`src/rtl/core/tlb_pkg.sv`:
```
// ----------------------------------------------------------------------------
// tlb_pkg
// Shared types and constants of the fully associative translation buffer:
// field widths, command and mode codes, register indexes and cell records.
// ----------------------------------------------------------------------------
package tlb_pkg;

  localparam int PID_W      = 16;
  localparam int PAGE_W     = 32;
  localparam int FRAME_W    = 32;
  localparam int CFG_DATA_W = 6;
  localparam int CFG_IDX_W  = 1;

  localparam logic [CFG_DATA_W-1:0] ENTRIES_RST = 6'd32;

  typedef enum logic {
    CMD_LOOKUP = 1'b0,
    CMD_INSERT = 1'b1
  } cmd_t;

  typedef enum logic {
    MODE_FIFO = 1'b0,
    MODE_LRU  = 1'b1
  } mode_t;

  typedef enum logic [CFG_IDX_W-1:0] {
    REG_ENTRIES_IN_USE = 1'b0,
    REG_REPL_MODE      = 1'b1
  } reg_idx_t;

  typedef enum logic [1:0] {
    ST_IDLE,
    ST_CMP,
    ST_UPD
  } state_t;

  typedef struct packed {
    logic [PID_W-1:0]   process_id;
    logic [PAGE_W-1:0]  page_number;
    logic [FRAME_W-1:0] frame_number;
  } entry_t;

  // Per-cell update controls for one cycle.
  typedef struct packed {
    logic load;    // take the new entry
    logic shift;   // take the entry handed down by the upper neighbour
    logic mru;     // entry was hit: becomes most recently used
    logic dec_en;  // close the gap left in the recency order
  } cell_op_t;

  typedef struct packed {
    logic match;
    logic rank_zero;
  } cell_stat_t;

endpackage

```
`src/rtl/core/tlb_cell.sv`:
```
// ----------------------------------------------------------------------------
// tlb_cell
// One entry of the translation buffer. Cells sit in insertion order, so the
// position is the age; each cell keeps its recency rank and can take the
// entry of its upper neighbour when an entry below it is removed.
// ----------------------------------------------------------------------------
module tlb_cell #(
  parameter int RANK_W = 5
) (
  input  logic                         clk,
  input  logic                         rst_n,
  input  tlb_pkg::cell_op_t            op,
  input  logic [tlb_pkg::PID_W-1:0]    key_pid,
  input  logic [tlb_pkg::PAGE_W-1:0]   key_page,
  input  logic [RANK_W-1:0]            ref_rank,
  input  logic [RANK_W-1:0]            set_rank,
  input  tlb_pkg::entry_t              ins_entry,
  input  logic                         nb_valid,
  input  tlb_pkg::entry_t              nb_entry,
  input  logic [RANK_W-1:0]            nb_rank,
  output logic                         valid,
  output tlb_pkg::entry_t              entry,
  output logic [RANK_W-1:0]            rank,
  output logic [RANK_W-1:0]            hand_rank,
  output tlb_pkg::cell_stat_t          stat
);
  import tlb_pkg::*;

  logic              valid_r;
  logic [RANK_W-1:0] rank_r;
  entry_t            entry_r;
  logic              newer;

  // Entries more recent than the one that moves or leaves drop one place.
  assign newer     = valid_r && op.dec_en && (rank_r > ref_rank);
  assign hand_rank = newer ? rank_r - 1'b1 : rank_r;

  always_ff @(posedge clk) begin
    if (!rst_n) begin
      valid_r <= 1'b0;
      rank_r  <= '0;
    end else begin
      priority if (op.load) begin
        valid_r <= 1'b1;
        rank_r  <= set_rank;
      end else if (op.shift) begin
        valid_r <= nb_valid;
        rank_r  <= nb_rank;
      end else if (op.mru) begin
        rank_r  <= set_rank;
      end else begin
        rank_r  <= hand_rank;
      end
    end
  end

  always_ff @(posedge clk) begin
    priority if (op.load) begin
      entry_r <= ins_entry;
    end else if (op.shift) begin
      entry_r <= nb_entry;
    end else begin
      entry_r <= entry_r;
    end
  end

  assign stat.match     = valid_r && (entry_r.process_id == key_pid) &&
                          (entry_r.page_number == key_page);
  assign stat.rank_zero = valid_r && (rank_r == '0);

  assign valid = valid_r;
  assign entry = entry_r;
  assign rank  = rank_r;

endmodule

```
`config.mk`:
```
export PLATFORM = sky130hd
export DESIGN_NAME = tlb_cell
export DESIGN_NICKNAME = d
export VERILOG_FILES = /design/src/rtl/core/tlb_pkg.sv /design/src/rtl/core/tlb_cell.sv
export SDC_FILE = /design/constraint.sdc
export NUM_CORES = 1
export LEC_CHECK = 0
export BUFFER_PORTS_ARGS = -buffer_cell sky130_fd_sc_hd__buf_4
export CORE_AREA = 10 10 118 120
export CTS_CLUSTER_DIAMETER = 40
export DETAILED_ROUTE_END_ITERATION = 6
export DIE_AREA = 0 0 128 130
export PLACE_DENSITY = 0.77
export SYNTH_ARGS = -nofsm -noshare
export SYNTH_HDL_FRONTEND = slang
export SYNTH_SLANG_ARGS = --single-unit
```
`constraint.sdc`:
```
create_clock -name clk -period 3.55 [get_ports clk]
set_input_delay 0.1775 -clock clk [delete_from_list [all_inputs] [get_ports clk]]
set_output_delay 0.1775 -clock clk [all_outputs]
set_load 0.1 [all_outputs]
```
# Yosys cells after proc, flatten, opt, wreduce, memory -nomap -nowiden
# Index checks and enable logic that the tools add are counted.
[op_classes]
addsub = 1
magnitude_cmp = 1
eq_ne = 2
mux = 8
n_reduce_logical = 7
[ops]
columns = ["op", "count"]
rows = [
  ["$mux 80", 2],
  ["$eq 32x32->1", 1],
  ["$mux 5", 4],
  ["$eq 16x16->1", 1],
  ["$gt 5x5->1", 1],
  ["$logic_and 1x1->1", 5],
  ["$logic_not 5->1", 1],
  ["$sub 5x1->5 const B", 1],
  ["$mux 1", 2],
  ["$reduce_bool 2->1", 1],
]
[totals]
regBits = 86
in_bits = 230
out_inout_bits = 93

# Longest topological paths before layout
# Gate-level depths: netlist of run 1.
[logic_depth]
depth_word = 6
depth_mapped = 7
mapped_depth_nobuf = 7

# Least setup slack after synthesis of run 1
# OpenSTA, ideal clock, no wires.
[synth_timing]
path_kind = "register to output"
from = "reg entry_r, in the netlist entry[36]"
to = "out stat[1] (netlist bit)"
t_arrival_ps = 4478
t_required_ps = 3372
setup_slack_ps = -1105
path_stages_with_launch = 6
n_path_buf = 0
cell_sequence = "edfxtp_1 xnor2_1 nand4_1 nor4_1 nand2_1 nor4_1"
[synth_rtl]
columns = ["element", "line_no", "source"]
rows = [
  ["start: declaration", "tlb_cell.sv:31", "entry_t entry_r;"],
  ["start signal: assignment", "tlb_cell.sv:59", "entry_r <= ins_entry;"],
  ["start signal: assignment", "tlb_cell.sv:61", "entry_r <= nb_entry;"],
  ["start signal: assignment", "tlb_cell.sv:63", "entry_r <= entry_r;"],
  ["end: declaration", "tlb_cell.sv:25", "output tlb_pkg::cell_stat_t stat"],
]

# Worst setup path after layout of run 1
[layout_timing]
from = "reg rank_r[4], in the netlist rank[4]"
to = "out hand_rank[2]"
[layout_via]
elab_chain_len = 3
[layout_rtl]
columns = ["element", "line_no", "source"]
rows = [
  ["start: declaration", "tlb_cell.sv:30", "logic [RANK_W-1:0] rank_r;"],
  ["start signal: assignment", "tlb_cell.sv:45", "rank_r <= set_rank;"],
  ["start signal: assignment", "tlb_cell.sv:48", "rank_r <= nb_rank;"],
  ["start signal: assignment", "tlb_cell.sv:50", "rank_r <= set_rank;"],
  ["$gt 5x5->1", "tlb_cell.sv:35", "assign newer = valid_r && op.dec_en && (rank_r > ref_rank);"],
  ["$logic_and 1x1->1", "tlb_cell.sv:35", ""],
  ["$mux 5", "tlb_cell.sv:36", "assign hand_rank = newer ? rank_r - 1'b1 : rank_r;"],
  ["end: declaration", "tlb_cell.sv:24", "output logic [RANK_W-1:0] hand_rank,"],
]
# No other way between the ends.

==> impl_metrics.tcl, run 1 <==
set metrics [dict create \
    final_core_util_pct 62.47 \
    die_area_um2 16640 \
    min_period_ps 2365 \
    totalWireLength_mm 16.73 \
    num-nets-final 871 \
    overflow 0 \
    grtUsageTotal_pct 18.84 \
    drv_slew 0 \
    clock_sinks 86 \
    period_share_pct 66.63 \
    grt_pass1_wl_mm 24.34 \
    avgSynthCellArea_um2 14.33 \
    clock_tree.buffer_depth 2 \
    setup_viol 0 \
    ys_types 38 \
    max_freq_mhz 422.8 \
    num_rows 40 \
    grt_pass1_vias 4355 \
    cts_max_level 3 \
    r2r_cells 6 \
    ys_seq_area_share_pct 56.58 \
    dieWidth_um 128 \
    cp-start-kind "register" \
    slew_headroom_pct 25.38 \
    syn_to_final_growth_pct 64.10 \
    post-place-cells 771 \
    post_cts_resize_count 0 \
    path_clk_slew_ps 60 \
    viasPerCell 4.883 \
    fillers 939 \
    leakagePower_nw 3.253 \
    postRouteAntennaNets 0 \
    hold_depth 2 \
    peakVddDrop_mv 0.2594 \
    grt_max_degree 81 \
    cp_max_fo 4 \
    die_h_um 130 \
    drcViolationCount 0 \
    status "finished clean" \
    async_flop_share_pct 0 \
    drt_iter0_markers 189 \
    antenna_found_initial 0 \
    clock_skew_ps 5.375 \
    netlist_area_um2 4458 \
    power_density_nw_per_um2 510.0 \
    syn-num-nets 547 \
    cts_setup_buffers 0 \
    path_class "reg2out" \
    diodes 0 \
    first_pass_iters 4 \
    cts-hold-fix-buffers 0 \
    io_pins 323 \
    synth_edf_count 80 \
    netlist.area_leader.share_pct 53.89 \
    gp_congestion 0.9555 \
    core_area_um2 11710 \
    drive_above_1_share_pct 66.09 \
    initial_core_util_pct 38.07 \
    synth-seq-cells 86 \
    synth_area_leaders "edfxtp_1 54%, mux2_2 20%, xnor2_1 7.7%, dfxtp_1 2.7%, ha_1 1.7%" \
    cts_tree "built" \
    rsz0062_at_grt "false" \
    maxCapViolations 0 \
    dpl.hpwl_mm 14.01 \
    hold_viol 0 \
    stdcell_count 787 \
    hp-class "in2reg" \
    cts_made_buffers 9 \
    yosysWarnings 0 \
    synth-main-ff-cell "edfxtp_1" \
    end_kind "output pin" \
    cp.required_ps 3370 \
    synth_top_cell_by_area "edfxtp_1" \
    vias 3843 \
    tightestPinTransition_ps 1119 \
    arrival_ps 2190 \
    cts-root-buf "clkbuf_16" \
    syn_inst 311 \
    io_buffers 322 \
    final_common_cell "buf_4" \
    tns_ps 0 \
    post_drt_wl_per_cell_um 21.25 \
    clk_latency_ps 320 \
    final_cell_mix "323 x buf_4, 81 x mux2_2, 80 x edfxtp_1" \
]
[final cells by class]
class | count | area [µm²] | area share, %
inverters | 20 | 75.07 | 1.026
well taps | 147 | 183.9 | 2.514
repair buffers | 323 | 2425 | 33.15
clock inverters | 7 | 65.06 | 0.8893
clock buffers | 9 | 225.2 | 3.079
flip-flops and latches | 86 | 2522 | 34.48
multi-input cells | 195 | 1819 | 24.87
[worst max-delay path, stage by stage, from the launching register on]
cell and delay (ps):
dfxtp_1 340, ha_1 330, nand4_1 140, nor2_1 270, o211ai_1 190, xnor2_1 260, buf_4 340
[path summary, 6_finish.rpt]
| check | slack, ps | end | start |
|---|---|---|---|
| worst max-delay path | 1180 | hand_rank[2] | rank[4] |
| worst min-delay path | 120 | valid | rst_n |
| worst max register to register | 1760 | rank[2] | rank[4] |
| worst min register to register | 680 | rank[1] | rank[1] |
[registers in the layout (all words and copies together) (netlist names)]
name and cells:
valid 1, rank 5, entry 80
[where the power goes]
| group | switching, mW | internal (mW) |
|---|---|---|
| registers | 0.0665 | 1.24 |
| clock network | 0.381 | 0.540 |
| logic | 1.07 | 0.441 |
| total | 1.51 | 2.22 |
[metrics by stage]
step / power [mW] / instance area (µm²) / hold slack, ps / worst slack, ps
4_1_cts: 3.764 / 7316 / 103.4 / 1152
3_5_place_dp: 2.839 / 7025 / 444.6 / 1521
6_report: 3.731 / 7316 / 120.4 / 1185
2_1_floorplan: 2.380 / 4464 / 292.1 / -264.3
3_3_place_gp: 2.821 / 7025 / 440.9 / 1606
5_1_grt: 3.870 / 7316 / 112.0 / 1013
[routing by layer]
| layer | up-vias | wire length, µm | track usage, % |
|---|---|---|---|
| li1 | 1832 | - | - |
| met1 | 1777 | 5909 | 19.50 |
| met3 | 15 | 1980 | 8.479 |
| met4 | 0 | 225 | 5.232 |
| met2 | 219 | 8610 | 33.73 |
| met5 | - | 0 | 0 |
[cells by family after synthesis]
| logic type | synth area share (%) |
|---|---|
| adders and majority gates | 1.684 |
| and+or+nand+nor | 4.126 |
| buffers and inverters | 2.807 |
| DFF | 56.58 |
| muxes | 20.80 |
| xor gates and xnor gates | 8.055 |
| AOI/OAI and AO/OA | 5.950 |
[cells in the mapped netlist (all sizes together), types with 2 or more instances]
master / instances
o211ai: 3
a22o: 4
edfxtp: 80
nand4: 10
ha: 6
dfxtp: 6
nor4: 3
nor2b: 2
o22ai: 4
nand2: 3
buf: 10
nand2b: 4
nor3: 2
mux2: 82
o21ai: 4
o21bai: 2
nand3: 2
a32o: 3
inv: 20
a221oi: 3
xnor2: 39
nor2: 3
a21oi: 2
xor2: 2
a22oi: 2
Power figures use the tool's default switching activity.
==> run 2, diff against run 1 <==
Settings changed: CORE_AREA 10 10 118 120 to unset, CORE_ASPECT_RATIO set to 1.1, CORE_MARGIN set to 10, CORE_UTILIZATION set to 37, DIE_AREA 0 0 128 130 to unset.
Clock period 3.55 ns to 2 ns, I/O delays scaled along.
==> run 2 against run 1 <==
  * The flow now finishes with violations (setup timing)
  * Combinational power up 85%
  * Via count up 3.5%
  * Wire length up 4.7%
  * Final area up 5.9%
  * Largest cell class is now non-clock buffers
==> impl_metrics.tcl, run 2 (synthesis results as in run 1) <==
set metrics [dict create \
    postRouteAntennaNets 0 \
    initial_core_util_pct 37.37 \
    worst_slack_ps -155.7 \
    final_cell_mix "325 x buf_4, 81 x mux2_2, 80 x edfxtp_1" \
    io_pins 323 \
    max_freq_mhz 463.9 \
    grt_max_degree 46 \
    first_pass_iters 4 \
    grt_pass1_vias 4416 \
    post_drt_wl_per_cell_um 21.73 \
    vias 3979 \
    drt_iter0_markers 133 \
    hp-class "in2reg" \
    dpl.hpwl_mm 14.66 \
    path_class "reg2out" \
    die_area_um2 16840 \
    status "finished with violations" \
    hold_viol 0 \
    gp_congestion 0.8942 \
    num_rows 42 \
    placed_area_um2 7301 \
    die_h_um 135.1 \
    leakagePower_nw 3.408 \
    crit_path_max_incr_delay_ps 350 \
    slew_headroom_pct 69.67 \
    path_clk_slew_ps 60 \
    tns_ps -604.8 \
    viasPerCell 4.937 \
    drv_slew 0 \
    antenna_found_initial 0 \
    rsz0062_at_grt "true" \
    violations "setup timing" \
    final_core_util_pct 64.95 \
    cp.required_ps 1900 \
    cts_tree "built" \
    power_density_nw_per_um2 876.7 \
    postLayoutCellArea_um2 7747 \
    clock_sinks 86 \
    grt_pass1_wl_mm 25.78 \
    cp.buffers_inverters 2 \
    final_common_cell "buf_4" \
    clock_tree.buffer_depth 2 \
    io_buffers 322 \
    crit_chain "ha_4 -> nand4_1 -> o211a_1 -> o21ai_4 -> mux2_4 -> clkinvlp_4 -> buf_12" \
    crit_family "compound AO/OA/AOI/OAI gates" \
    overflow 0 \
    cts_max_level 3 \
    totalWireLength_mm 17.51 \
    cts-root-buf "clkbuf_16" \
    syn_to_final_growth_pct 73.79 \
    tightestPinTransition_ps 453.0 \
    period_share_pct 107.8 \
    peakVddDrop_mv 0.4364 \
    r2r_slack_ps 90 \
    end_kind "output pin" \
    arrival_ps 2060 \
    cp_max_fo 4 \
    dieWidth_um 124.7 \
    core_area_um2 11930 \
    largest_register_ffs 80 \
    drive_above_1_share_pct 70.25 \
    slowest_stage "dfxtp_4" \
    clock_skew_ps 1.801 \
    maxCapViolations 0 \
    diodes 0 \
    drcViolationCount 0 \
    clk_latency_ps 340 \
    cts_made_buffers 9 \
    num-nets-final 883 \
    grtUsageTotal_pct 19.81 \
    cts-hold-fix-buffers 0 \
    setup_viol 6 \
    min_period_ps 2156 \
    fillers 903 \
    cp-start-kind "register" \
]
-- run 2: cell types whose count changed in the layout (fill, tap and decap cells not counted), moves of 4 or more --
cell and change:
buf_12 +9, dfxtp_1 -6, dfxtp_4 +5, ha_1 -5, ha_4 +5, xnor2_1 -4, xnor2_4 +4
-- run 2: layer usage --
layer / share of wire [%] / global-route usage [%] / vias up / wire [µm]
li1: - / - / 1850 / -
met1: 36 / 19.62 / 1877 / 6286
met2: 52 / 36.02 / 231 / 9086
met3: 10 / 8.392 / 21 / 1754
met4: 2.2 / 7.707 / 0 / 384
met5: 0 / 0 / - / 0
-- run 2: through the flow --
stage / hold WS [ps] / power [mW] / instances / worst slack [ps]
floorplan: 213.6 / 4.269 / 311 / -804.8
global placement: 378.0 / 5.082 / 783 / -4.850
detailed placement: 376.5 / 5.113 / 783 / -18.74
CTS: 17.46 / 6.865 / 806 / -166.7
global route: 21.05 / 7.033 / 806 / -240.0
finish: 31.90 / 6.792 / 806 / -155.7
-- run 2: power by group --
part,leakage [nW],switching (mW),internal (mW),total [mW]
sequential,0.868,0.120,2.20,2.32
combinational,2.40,1.93,0.869,2.80
clock,0.144,0.703,0.972,1.67
total,3.41,2.76,4.04,6.79
-- run 2: path summary, 6_finish.rpt --
| kind | startpoint | endpoint | cells after the start |
|---|---|---|---|
| max | rank[4] | hand_rank[1] | 7 |
| min | rst_n | valid | 2 |
| max reg2reg | rank[4] | rank[2] | 7 |
| min reg2reg | valid | valid | 2 |
-- run 2: layout make-up --
type                            instances  area (µm²)  area share (%)
Multi-Input combinational cell        195        2002           25.84
Clock inverter                          7       72.57          0.9367
Sequential cell                        86        2542           32.82
Timing Repair Buffer                  335        2631           33.96
Tap cell                              154       192.7           2.487
Inverter                               20       81.33           1.050
Clock buffer                            9       225.2           2.907
-- run 2: timing repair --
action | CTS | global route
setup endpoints to repair | 6 | 6
setup buffers | 7 | 0
gates resized for setup | 20 | 0
pin swaps | 9 | 0
hold endpoints to repair | 0 | 0
-- run 2: worst register-to-register path, stage by stage, from the launching register on --
cell and delay, ps:
dfxtp_4 350, ha_4 280, nand4_1 120, o211a_1 290, o211ai_1 250, xnor2_4 150
buf_4 160, a32o_1 210
